$ cat config.mk
export PLATFORM = sky130hd
export DESIGN_NAME = stack_machine_arith_unit
export DESIGN_NICKNAME = d
export VERILOG_FILES = /design/src/rtl/smau_pkg.sv /design/src/rtl/smau_ram.sv /design/src/rtl/smau_iter.sv /design/src/rtl/stack_machine_arith_unit.sv
export VERILOG_INCLUDE_DIRS = /design/src /design/src/rtl
export SDC_FILE = /design/constraint.sdc
export NUM_CORES = 2
export LEC_CHECK = 0
export BUFFER_PORTS_ARGS = -buffer_cell sky130_fd_sc_hd__buf_2
export CAP_MARGIN = 10
export CORE_ASPECT_RATIO = 0.75
export CORE_MARGIN = 3
export CORE_UTILIZATION = 65
export CTS_CLUSTER_SIZE = 40
export DETAILED_ROUTE_END_ITERATION = 6
export HOLD_SLACK_MARGIN = 0.08
export PLACE_DENSITY = 0.82
export SYNTH_ARGS = -nofsm -noshare
export SYNTH_HDL_FRONTEND = slang
export SYNTH_SLANG_ARGS = --single-unit
$ cat constraint.sdc
create_clock -name clk -period 14.6 [get_ports clk]
set_input_delay 2.92 -clock clk [delete_from_list [all_inputs] [get_ports clk]]
set_output_delay 2.92 -clock clk [all_outputs]
set_load 0.005 [all_outputs]
$ cat src/rtl/assert_macros.svh
// Assertion macros used by the top RTL file of the stack arithmetic unit.
// Needs a clock named clk and an active-low reset named rst_n in scope.
`ifndef ASSERT_MACROS_SVH
`define ASSERT_MACROS_SVH

// Property checked on every rising edge, switched off while reset is held
`define ASSERT_CLK(lbl, prop, msg) \
  lbl: assert property (@(posedge clk) disable iff (!rst_n) (prop)) else $error(msg);

// Implication checked on the next edge, switched off while reset is held
`define ASSERT_NEXT(lbl, ante, cons, msg) \
  lbl: assert property (@(posedge clk) disable iff (!rst_n) (ante) |=> (cons)) else $error(msg);

`endif

$ cat src/rtl/smau_pkg.sv
// Shared types, codes and sizes for the stack arithmetic unit.
// No dependencies; used by smau_iter and stack_machine_arith_unit.
package smau_pkg;

  localparam int STACK_DEPTH = 64;
  localparam int WORD_W      = 32;
  localparam int OPCODE_W    = 3;
  localparam int STATUS_W    = 3;
  localparam int DEPTH_OUT_W = 7;
  localparam int DEPTH_W     = $clog2(STACK_DEPTH + 1);
  localparam int ADDR_W      = $clog2(STACK_DEPTH);
  localparam int ITER_W      = $clog2(WORD_W);
  localparam int IN_TDATA_W  = 40;
  localparam int OUT_TDATA_W = 48;

  typedef logic [WORD_W-1:0]      word_t;
  typedef logic [DEPTH_W-1:0]     depth_t;
  typedef logic [DEPTH_OUT_W-1:0] depth_out_t;
  typedef logic [ADDR_W-1:0]      addr_t;
  typedef logic [OPCODE_W-1:0]    opcode_t;
  typedef logic [STATUS_W-1:0]    status_t;
  typedef logic [ITER_W-1:0]      iter_cnt_t;

  // Opcodes
  localparam opcode_t OP_PUSH = 3'd0;
  localparam opcode_t OP_SUB  = 3'd1;
  localparam opcode_t OP_MUL  = 3'd2;
  localparam opcode_t OP_DIV  = 3'd3;
  localparam opcode_t OP_MOD  = 3'd4;

  // Status codes
  localparam status_t ST_OK       = 3'd0;
  localparam status_t ST_SHORT    = 3'd1;
  localparam status_t ST_DIVZERO  = 3'd2;
  localparam status_t ST_OVERFLOW = 3'd3;
  localparam status_t ST_HALTED   = 3'd4;

  // Request into the shared multiply/divide unit
  typedef struct packed {
    logic  start;
    logic  is_div;
    word_t op_a;   // dividend magnitude, or multiplier scanned from the LSB
    word_t op_b;   // divisor magnitude, or multiplicand
  } iter_req_t;

  // Response from the shared multiply/divide unit
  typedef struct packed {
    logic  busy;
    logic  done;
    word_t quo;       // unsigned quotient
    word_t rem_prod;  // unsigned remainder, or low half of the product
  } iter_rsp_t;

endpackage

$ cat src/rtl/smau_ram.sv
// Generic single-port-write, single-port-read RAM with registered read data.
// No dependencies.
module smau_ram #(
  parameter int WIDTH = 32,
  parameter int DEPTH = 64
) (
  input  logic                     clk,
  input  logic                     we,
  input  logic [$clog2(DEPTH)-1:0] waddr,
  input  logic [WIDTH-1:0]         wdata,
  input  logic [$clog2(DEPTH)-1:0] raddr,
  output logic [WIDTH-1:0]         rdata
);

  logic [WIDTH-1:0] mem [DEPTH];
  logic [WIDTH-1:0] rdata_r;

  // Write port and registered read port
  always_ff @(posedge clk) begin
    if (we) begin
      mem[waddr] <= wdata;
    end
    rdata_r <= mem[raddr];
  end

  assign rdata = rdata_r;

endmodule

$ cat src/rtl/smau_iter.sv
// Shared bit-serial unit: unsigned restoring divide or shift-add multiply,
// one bit per cycle through a single adder. Depends on smau_pkg.
module smau_iter (
  input  logic                clk,
  input  logic                rst_n,
  input  smau_pkg::iter_req_t req,
  output smau_pkg::iter_rsp_t rsp
);

  logic                  busy_r, busy_nxt;
  logic                  done_r, done_nxt;
  logic                  div_r, div_nxt;
  smau_pkg::iter_cnt_t   cnt_r, cnt_nxt;
  smau_pkg::word_t       acc_r, acc_nxt;
  smau_pkg::word_t       q_r, q_nxt;
  smau_pkg::word_t       b_r, b_nxt;

  logic [smau_pkg::WORD_W:0]   add_x;
  logic [smau_pkg::WORD_W:0]   add_y;
  logic [smau_pkg::WORD_W+1:0] add_sum;
  logic                        take;

  // Shared adder: subtract in divide mode, add in multiply mode
  always_comb begin
    if (div_r) begin
      add_x = {acc_r, q_r[smau_pkg::WORD_W-1]};
    end else begin
      add_x = {1'b0, acc_r};
    end
    add_y   = {1'b0, b_r};
    add_sum = {1'b0, add_x} + ({1'b0, add_y} ^ {(smau_pkg::WORD_W + 2){div_r}})
              + (smau_pkg::WORD_W + 2)'(div_r);
    take    = !add_sum[smau_pkg::WORD_W+1];
  end

  // Step sequencing
  always_comb begin
    busy_nxt = busy_r;
    done_nxt = 1'b0;
    div_nxt  = div_r;
    cnt_nxt  = cnt_r;
    acc_nxt  = acc_r;
    q_nxt    = q_r;
    b_nxt    = b_r;
    if (req.start && !busy_r) begin
      busy_nxt = 1'b1;
      div_nxt  = req.is_div;
      cnt_nxt  = smau_pkg::iter_cnt_t'(smau_pkg::WORD_W - 1);
      acc_nxt  = '0;
      q_nxt    = req.op_a;
      b_nxt    = req.op_b;
    end else if (busy_r) begin
      if (div_r) begin
        acc_nxt = take ? add_sum[smau_pkg::WORD_W-1:0] : add_x[smau_pkg::WORD_W-1:0];
        q_nxt   = {q_r[smau_pkg::WORD_W-2:0], take};
      end else begin
        acc_nxt = q_r[0] ? add_sum[smau_pkg::WORD_W-1:0] : add_x[smau_pkg::WORD_W-1:0];
        q_nxt   = q_r >> 1;
        b_nxt   = b_r << 1;
      end
      cnt_nxt = cnt_r - 1'b1;
      if (cnt_r == '0) begin
        busy_nxt = 1'b0;
        done_nxt = 1'b1;
      end
    end
  end

  // Control registers
  always_ff @(posedge clk) begin
    if (!rst_n) begin
      busy_r <= 1'b0;
      done_r <= 1'b0;
    end else begin
      busy_r <= busy_nxt;
      done_r <= done_nxt;
    end
  end

  // Datapath registers
  always_ff @(posedge clk) begin
    div_r <= div_nxt;
    cnt_r <= cnt_nxt;
    acc_r <= acc_nxt;
    q_r   <= q_nxt;
    b_r   <= b_nxt;
  end

  assign rsp.busy     = busy_r;
  assign rsp.done     = done_r;
  assign rsp.quo      = q_r;
  assign rsp.rem_prod = acc_r;

endmodule

$ cat src/rtl/stack_machine_arith_unit.sv
// Stack arithmetic unit: operand stack in RAM, cached top word, sequencer.
// Accept to result: push, errors, halted and no-op words pass S_DECODE and S_DONE;
// subtract also S_READ and S_WB; multiply/divide/modulo also S_ITER (32 steps of the
// bit-serial unit). A new word is taken in S_IDLE, once the result is registered.
// Reset (synchronous, rst_n low): empty stack, halt cleared, no result pending.
// Depends on smau_pkg, smau_ram, smau_iter and assert_macros.svh.
`include "assert_macros.svh"

module stack_machine_arith_unit (
  input  logic                                clk,
  input  logic                                rst_n,
  input  logic                                in_tvalid,
  output logic                                in_tready,
  // [2:0] opcode, [34:3] push_value, [39:35] zero
  input  logic [smau_pkg::IN_TDATA_W-1:0]     in_tdata,
  output logic                                out_tvalid,
  input  logic                                out_tready,
  // [2:0] status, [34:3] top_value, [41:35] depth, [47:42] zero
  output logic [smau_pkg::OUT_TDATA_W-1:0]    out_tdata
);

  localparam logic [2:0] S_IDLE   = 3'd0;
  localparam logic [2:0] S_DECODE = 3'd1;
  localparam logic [2:0] S_READ   = 3'd2;
  localparam logic [2:0] S_ITER   = 3'd3;
  localparam logic [2:0] S_WB     = 3'd4;
  localparam logic [2:0] S_DONE   = 3'd5;

  logic [2:0]            state_r, state_nxt;
  smau_pkg::depth_t      depth_r, depth_nxt;
  logic                  halted_r, halted_nxt;
  logic                  out_tvalid_r, out_tvalid_nxt;
  smau_pkg::opcode_t     op_r, op_nxt;
  smau_pkg::word_t       val_r, val_nxt;
  smau_pkg::word_t       top_r, top_nxt;
  smau_pkg::word_t       res_r, res_nxt;
  smau_pkg::status_t     status_r, status_nxt;
  logic                  neg_q_r, neg_q_nxt;
  logic                  neg_r_r, neg_r_nxt;
  smau_pkg::status_t     out_status_r, out_status_nxt;
  smau_pkg::word_t       out_top_r, out_top_nxt;
  smau_pkg::depth_out_t  out_depth_r, out_depth_nxt;

  smau_pkg::depth_t      depth_m2;
  smau_pkg::word_t       second;
  logic                  ram_we;
  smau_pkg::addr_t       ram_waddr;
  smau_pkg::word_t       ram_wdata;
  smau_pkg::word_t       ram_rdata;
  smau_pkg::iter_req_t   iter_req;
  smau_pkg::iter_rsp_t   iter_rsp;
  logic                  in_acc;

  assign in_tready = (state_r == S_IDLE);
  assign in_acc    = in_tvalid && in_tready;
  assign depth_m2  = depth_r - smau_pkg::depth_t'(2);
  assign second    = ram_rdata;

  // Operand stack; the word below the top is read at depth minus two
  smau_ram #(
    .WIDTH (smau_pkg::WORD_W),
    .DEPTH (smau_pkg::STACK_DEPTH)
  ) u_stack (
    .clk   (clk),
    .we    (ram_we),
    .waddr (ram_waddr),
    .wdata (ram_wdata),
    .raddr (depth_m2[smau_pkg::ADDR_W-1:0]),
    .rdata (ram_rdata)
  );

  // Shared multiply/divide unit
  smau_iter u_iter (
    .clk   (clk),
    .rst_n (rst_n),
    .req   (iter_req),
    .rsp   (iter_rsp)
  );

  // Sequencer
  always_comb begin
    state_nxt      = state_r;
    depth_nxt      = depth_r;
    halted_nxt     = halted_r;
    out_tvalid_nxt = out_tvalid_r;
    op_nxt         = op_r;
    val_nxt        = val_r;
    top_nxt        = top_r;
    res_nxt        = res_r;
    status_nxt     = status_r;
    neg_q_nxt      = neg_q_r;
    neg_r_nxt      = neg_r_r;
    out_status_nxt = out_status_r;
    out_top_nxt    = out_top_r;
    out_depth_nxt  = out_depth_r;
    ram_we         = 1'b0;
    ram_waddr      = depth_m2[smau_pkg::ADDR_W-1:0];
    ram_wdata      = res_r;
    iter_req       = '0;

    // result register drains independently of the sequencer
    if (out_tvalid_r && out_tready) begin
      out_tvalid_nxt = 1'b0;
    end

    case (state_r)
      S_IDLE: begin
        if (in_acc) begin
          op_nxt    = in_tdata[smau_pkg::OPCODE_W-1:0];
          val_nxt   = in_tdata[smau_pkg::OPCODE_W +: smau_pkg::WORD_W];
          state_nxt = S_DECODE;
        end
      end
      S_DECODE: begin
        status_nxt = smau_pkg::ST_OK;
        state_nxt  = S_DONE;
        if (halted_r) begin
          status_nxt = smau_pkg::ST_HALTED;
        end else if (op_r == smau_pkg::OP_PUSH) begin
          if (depth_r >= smau_pkg::depth_t'(smau_pkg::STACK_DEPTH)) begin
            status_nxt = smau_pkg::ST_OVERFLOW;
            halted_nxt = 1'b1;
          end else begin
            ram_we    = 1'b1;
            ram_waddr = depth_r[smau_pkg::ADDR_W-1:0];
            ram_wdata = val_r;
            top_nxt   = val_r;
            depth_nxt = depth_r + 1'b1;
          end
        end else if (op_r inside {smau_pkg::OP_SUB, smau_pkg::OP_MUL,
                                  smau_pkg::OP_DIV, smau_pkg::OP_MOD}) begin
          if (depth_r < smau_pkg::depth_t'(2)) begin
            status_nxt = smau_pkg::ST_SHORT;
            halted_nxt = 1'b1;
          end else if ((op_r inside {smau_pkg::OP_DIV, smau_pkg::OP_MOD}) &&
                       top_r == '0) begin
            status_nxt = smau_pkg::ST_DIVZERO;
            halted_nxt = 1'b1;
          end else begin
            state_nxt = S_READ;
          end
        end
      end
      S_READ: begin
        // second operand now out of the RAM
        case (op_r)
          smau_pkg::OP_SUB: begin
            res_nxt   = second - top_r;
            state_nxt = S_WB;
          end
          smau_pkg::OP_MUL: begin
            iter_req.start  = 1'b1;
            iter_req.is_div = 1'b0;
            iter_req.op_a   = top_r;
            iter_req.op_b   = second;
            state_nxt       = S_ITER;
          end
          default: begin
            iter_req.start  = 1'b1;
            iter_req.is_div = 1'b1;
            iter_req.op_a   = second[smau_pkg::WORD_W-1] ? -second : second;
            iter_req.op_b   = top_r[smau_pkg::WORD_W-1] ? -top_r : top_r;
            neg_q_nxt       = second[smau_pkg::WORD_W-1] ^ top_r[smau_pkg::WORD_W-1];
            neg_r_nxt       = second[smau_pkg::WORD_W-1];
            state_nxt       = S_ITER;
          end
        endcase
      end
      S_ITER: begin
        if (iter_rsp.done) begin
          case (op_r)
            smau_pkg::OP_MUL: res_nxt = iter_rsp.rem_prod;
            smau_pkg::OP_DIV: res_nxt = neg_q_r ? -iter_rsp.quo : iter_rsp.quo;
            default:          res_nxt = neg_r_r ? -iter_rsp.rem_prod : iter_rsp.rem_prod;
          endcase
          state_nxt = S_WB;
        end
      end
      S_WB: begin
        // result replaces the second word and becomes the top
        ram_we    = 1'b1;
        ram_waddr = depth_m2[smau_pkg::ADDR_W-1:0];
        ram_wdata = res_r;
        top_nxt   = res_r;
        depth_nxt = depth_r - 1'b1;
        state_nxt = S_DONE;
      end
      S_DONE: begin
        if (!out_tvalid_r || out_tready) begin
          out_tvalid_nxt = 1'b1;
          out_status_nxt = status_r;
          out_top_nxt    = (depth_r == '0) ? '0 : top_r;
          out_depth_nxt  = smau_pkg::depth_out_t'(depth_r);
          state_nxt      = S_IDLE;
        end
      end
      default: begin
        state_nxt = S_IDLE;
      end
    endcase
  end

  // Control registers
  always_ff @(posedge clk) begin
    if (!rst_n) begin
      state_r      <= S_IDLE;
      depth_r      <= '0;
      halted_r     <= 1'b0;
      out_tvalid_r <= 1'b0;
    end else begin
      state_r      <= state_nxt;
      depth_r      <= depth_nxt;
      halted_r     <= halted_nxt;
      out_tvalid_r <= out_tvalid_nxt;
    end
  end

  // Payload registers
  always_ff @(posedge clk) begin
    op_r         <= op_nxt;
    val_r        <= val_nxt;
    top_r        <= top_nxt;
    res_r        <= res_nxt;
    status_r     <= status_nxt;
    neg_q_r      <= neg_q_nxt;
    neg_r_r      <= neg_r_nxt;
    out_status_r <= out_status_nxt;
    out_top_r    <= out_top_nxt;
    out_depth_r  <= out_depth_nxt;
  end

  assign out_tvalid = out_tvalid_r;
  assign out_tdata  = {{(smau_pkg::OUT_TDATA_W - smau_pkg::STATUS_W - smau_pkg::WORD_W
                         - smau_pkg::DEPTH_OUT_W){1'b0}},
                       out_depth_r, out_top_r, out_status_r};

  // Checks
  `ASSERT_CLK(a_depth_bound, depth_r <= smau_pkg::depth_t'(smau_pkg::STACK_DEPTH), "stack depth beyond capacity")
  `ASSERT_NEXT(a_halt_sticky, halted_r, halted_r, "halt flag cleared without reset")
  `ASSERT_NEXT(a_halt_frozen, halted_r, $stable(depth_r) && $stable(top_r), "stack changed while halted")
  `ASSERT_CLK(a_err_halts, !out_tvalid_r || out_status_r == smau_pkg::ST_OK || halted_r, "error word without halt")
  `ASSERT_CLK(a_iter_idle_start, !iter_req.start || !iter_rsp.busy, "multiply/divide started while busy")

endmodule
==> impl_metrics.json <==
{
  "rows": 122,
  "whs_path_depth": 0,
  "dr.pass1.iters": 7,
  "cp_max_fo": 112,
  "final_core_util_pct": 73.27,
  "drt_iter0_drc": 10730,
  "clk_latency_ns": 0.92,
  "numClockSinks": 2342,
  "hold_path_class": "reg2reg",
  "fin_hold_ws_ns": 0.4422,
  "r2r_slack_ns": 8.78,
  "rr_endpoint": "u_stack.mem[54][11]",
  "fmax_ghz": 0.1717,
  "cts_tree": "done",
  "worst_slew_pin_slew_ns": 1.403,
  "dp_hpwl_microns": 157100,
  "syn_inst": 5189,
  "drv_slew": 0,
  "ant_nets": 0,
  "final_common_cell": "edfxtp_1",
  "synth_seq_area_share_pct": 71.17,
  "postCtsHoldBufs": 0,
  "worstReg2RegStart": "depth_r[1]",
  "path_cells": "buf_12 -> nor3_1 -> xor2_4 -> buf_12 -> buf_12 -> a22oi_1 -> o22ai_1 -> nand2_1 -> nor2_4 -> buf_4",
  "vdd_ir_drop_max_uv": 275.7,
  "grt_pass1_wl_microns": 426000,
  "hold_violations": 0,
  "start_util_pct": 65.81,
  "worstSetupStartpoint": "depth_r[1]",
  "n_fill_cell": 7944,
  "avgSynthCellArea_sq_um": 18.82,
  "hp-start": "status_r[1]",
  "first_global_vias": 55700,
  "synthArstFlopShare_pct": 0,
  "dieWidth_microns": 453.6,
  "yosys_warnings": 0,
  "cap_viol_max_count": 0,
  "clock_path_buffers": 3,
  "ys_types": 79,
  "powerDensity_nw_per_um2": 197.9,
  "reg2reg_depth": 10,
  "io-pin-count": 94,
  "vias": 57120,
  "post-route-period-util_pct": 39.89,
  "critPathCaptureType": "flip-flop",
  "fin_crit_ns": 5.824,
  "place_ws_ns": 8.889,
  "die-area_sq_um": 155000,
  "leakage_nw": 34.47,
  "drc": 2,
  "synth_enable_flop_cells": 2259,
  "netlist_area_sq_um": 97650,
  "cp.arrival_ns": 6.32,
  "finalSetupTns_ns": 0,
  "clk_pin_slew_worst_paths_ns": 0.06,
  "ys_ff_latch": 2342,
  "slew_headroom_pct": 5.873,
  "port_buffers": 82,
  "synthFlopType": "edfxtp_1",
  "cts.htree.levels": 4,
  "final_area_sq_um": 108700,
  "wire_per_inst_microns": 40.37,
  "gp_congestion": 0.9419,
  "placed_cell_area_sq_um": 101200,
  "skew_ns": 0.09056,
  "worstSetupPathType": "reg2reg",
  "cts_made_buffers": 206,
  "required_ns": 15.09,
  "post_cts_buffers": 0,
  "cts_resized": 0,
  "min_to": "out_status_r[1]",
  "grt_use_total_pct": 39.66,
  "root_buffer": "clkbuf_16",
  "gr-total-overflow": 0,
  "startpoint_type": "flip-flop",
  "worst_slack_ns": 8.776,
  "fin_nets": 5453,
  "area_growth_pct": 11.33,
  "cpMostUsedCell": "buf_12",
  "die_h_microns": 341.7,
  "drt_wl_total_microns": 302800,
  "grt_max_degree": 153,
  "rsz0062_at_grt": "false",
  "core_area_sq_um": 148400,
  "violations": "DRC",
  "viasPerCell": 7.617,
  "worst_path_max_delay_cell": "dfxtp_4",
  "setup_viol_count_final": 0,
  "antenna_found_initial": 9,
  "status": "finished with violations",
  "final_cell_mix": "edfxtp_1 (2259), mux4_2 (659), nand2_1 (224)",
  "slowest_delay_ns": 0.84,
  "final_layout_size_suffix_gt1_share_pct": 25.60
}
==> sequential cells by signal, indices dropped and copies added (netlist names), 3 cells and up <==
| register | cells |
|---|---|
| res_r | 32 |
| state_r | 3 |
| u_iter.b_r | 32 |
| top_r | 32 |
| u_iter.q_r | 32 |
| u_stack.rdata | 32 |
| u_iter.cnt_r | 5 |
| out_depth_r | 7 |
| status_r | 3 |
| out_status_r | 3 |
| op_r | 3 |
| depth_r | 7 |
| u_stack.mem | 2048 |
| val_r | 32 |
| u_iter.acc_r | 32 |
| out_top_r | 32 |
==> synthesized netlist by cell type, types with 55 or more instances <==
cell      count  share of area, %
xor2_1       80              0.72
nand2_1     257              0.99
o21ai_0     138              0.71
mux2i_1      71              0.73
buf_1        55              0.21
dfxtp_1      83               1.7
edfxtp_1   2259                69
a221oi_1     62              0.56
inv_1        77              0.30
mux4_2      659                15
nor2_1      211              0.81
ha_1         73              0.94
clkbuf_1    231              0.89
mux2_2       59              0.68
xnor2_1     103              0.92
a21oi_1     192              0.98
==> cells by family after synthesis <==
logic type               share of synthesized area (%)
AO/OA/AOI/OAI                                    4.540
multiplexers                                     16.61
adder cells (fa/ha/maj)                         0.9969
XOR/XNOR                                         1.641
flip-flops                                       71.17
other                                         0.003840
buffers and inverters                            1.544
AND/OR/NAND/NOR                                  3.494
==> where the power goes <==
group / leakage, nW / internal [W] / total [W] / switching, W
Sequential: 21.1 / 0.00794 / 0.00845 / 0.000511
Combinational: 9.98 / 0.00301 / 0.00721 / 0.00421
Clock: 3.43 / 0.00318 / 0.00585 / 0.00267
==> metrics by stage <==
stage / instances / power (W)
6_report: 7499 / 0.02152
5_1_grt: 7495 / 0.02208
4_1_cts: 7477 / 0.02134
3_5_place_dp: 7091 / 0.01539
3_3_place_gp: 7091 / 0.01519
2_1_floorplan: 5194 / 0.01305
==> critical path, delay by kind of cell, from the launching register on <==
| kind | cells | cell delay [ns] |
|---|---|---|
| XOR/XNOR | 1 | 0.22 |
| AND/OR/NAND/NOR | 3 | 1.55 |
| AO/OA/AOI/OAI | 2 | 0.45 |
| flip-flops | 1 | 0.84 |
| buffers and inverters | 4 | 2.23 |
==> worst max-delay path by stage <==
stage,to,slack [ns],cells after the start
5_1_grt,u_stack.mem[54][11],8.62,10
3_3_place_gp,u_stack.mem[54][24],9.06,10
2_1_floorplan,u_stack.mem[56][0],9.13,14
6_report,u_stack.mem[54][11],8.78,10
4_1_cts,u_stack.mem[54][11],8.80,10
3_5_place_dp,u_stack.mem[54][21],8.89,10
==> layout make-up <==
cell class / count / area [sq um] / area share (%)
Antenna cell: 4 / 10.01 / 0.009208
Clock buffer: 249 / 5396 / 4.964
Clock inverter: 137 / 1712 / 1.575
Inverter: 78 / 292.8 / 0.2693
Multi-Input combinational cell: 2466 / 27390 / 25.20
Sequential cell: 2342 / 69500 / 63.94
Tap cell: 1984 / 2482 / 2.284
Timing Repair Buffer: 239 / 1922 / 1.768
==> per-layer routing <==
layer  vias to the layer above  GRT usage, %  wire length, microns
li1                      21510             -                     -
met1                     29130         54.29                101700
met2                      5450         58.83                138600
met3                      1026         11.65                 42800
met4                         2         20.96                 19680
met5                         -             0                    13
No activity file was read; power rests on OpenSTA's default activity.
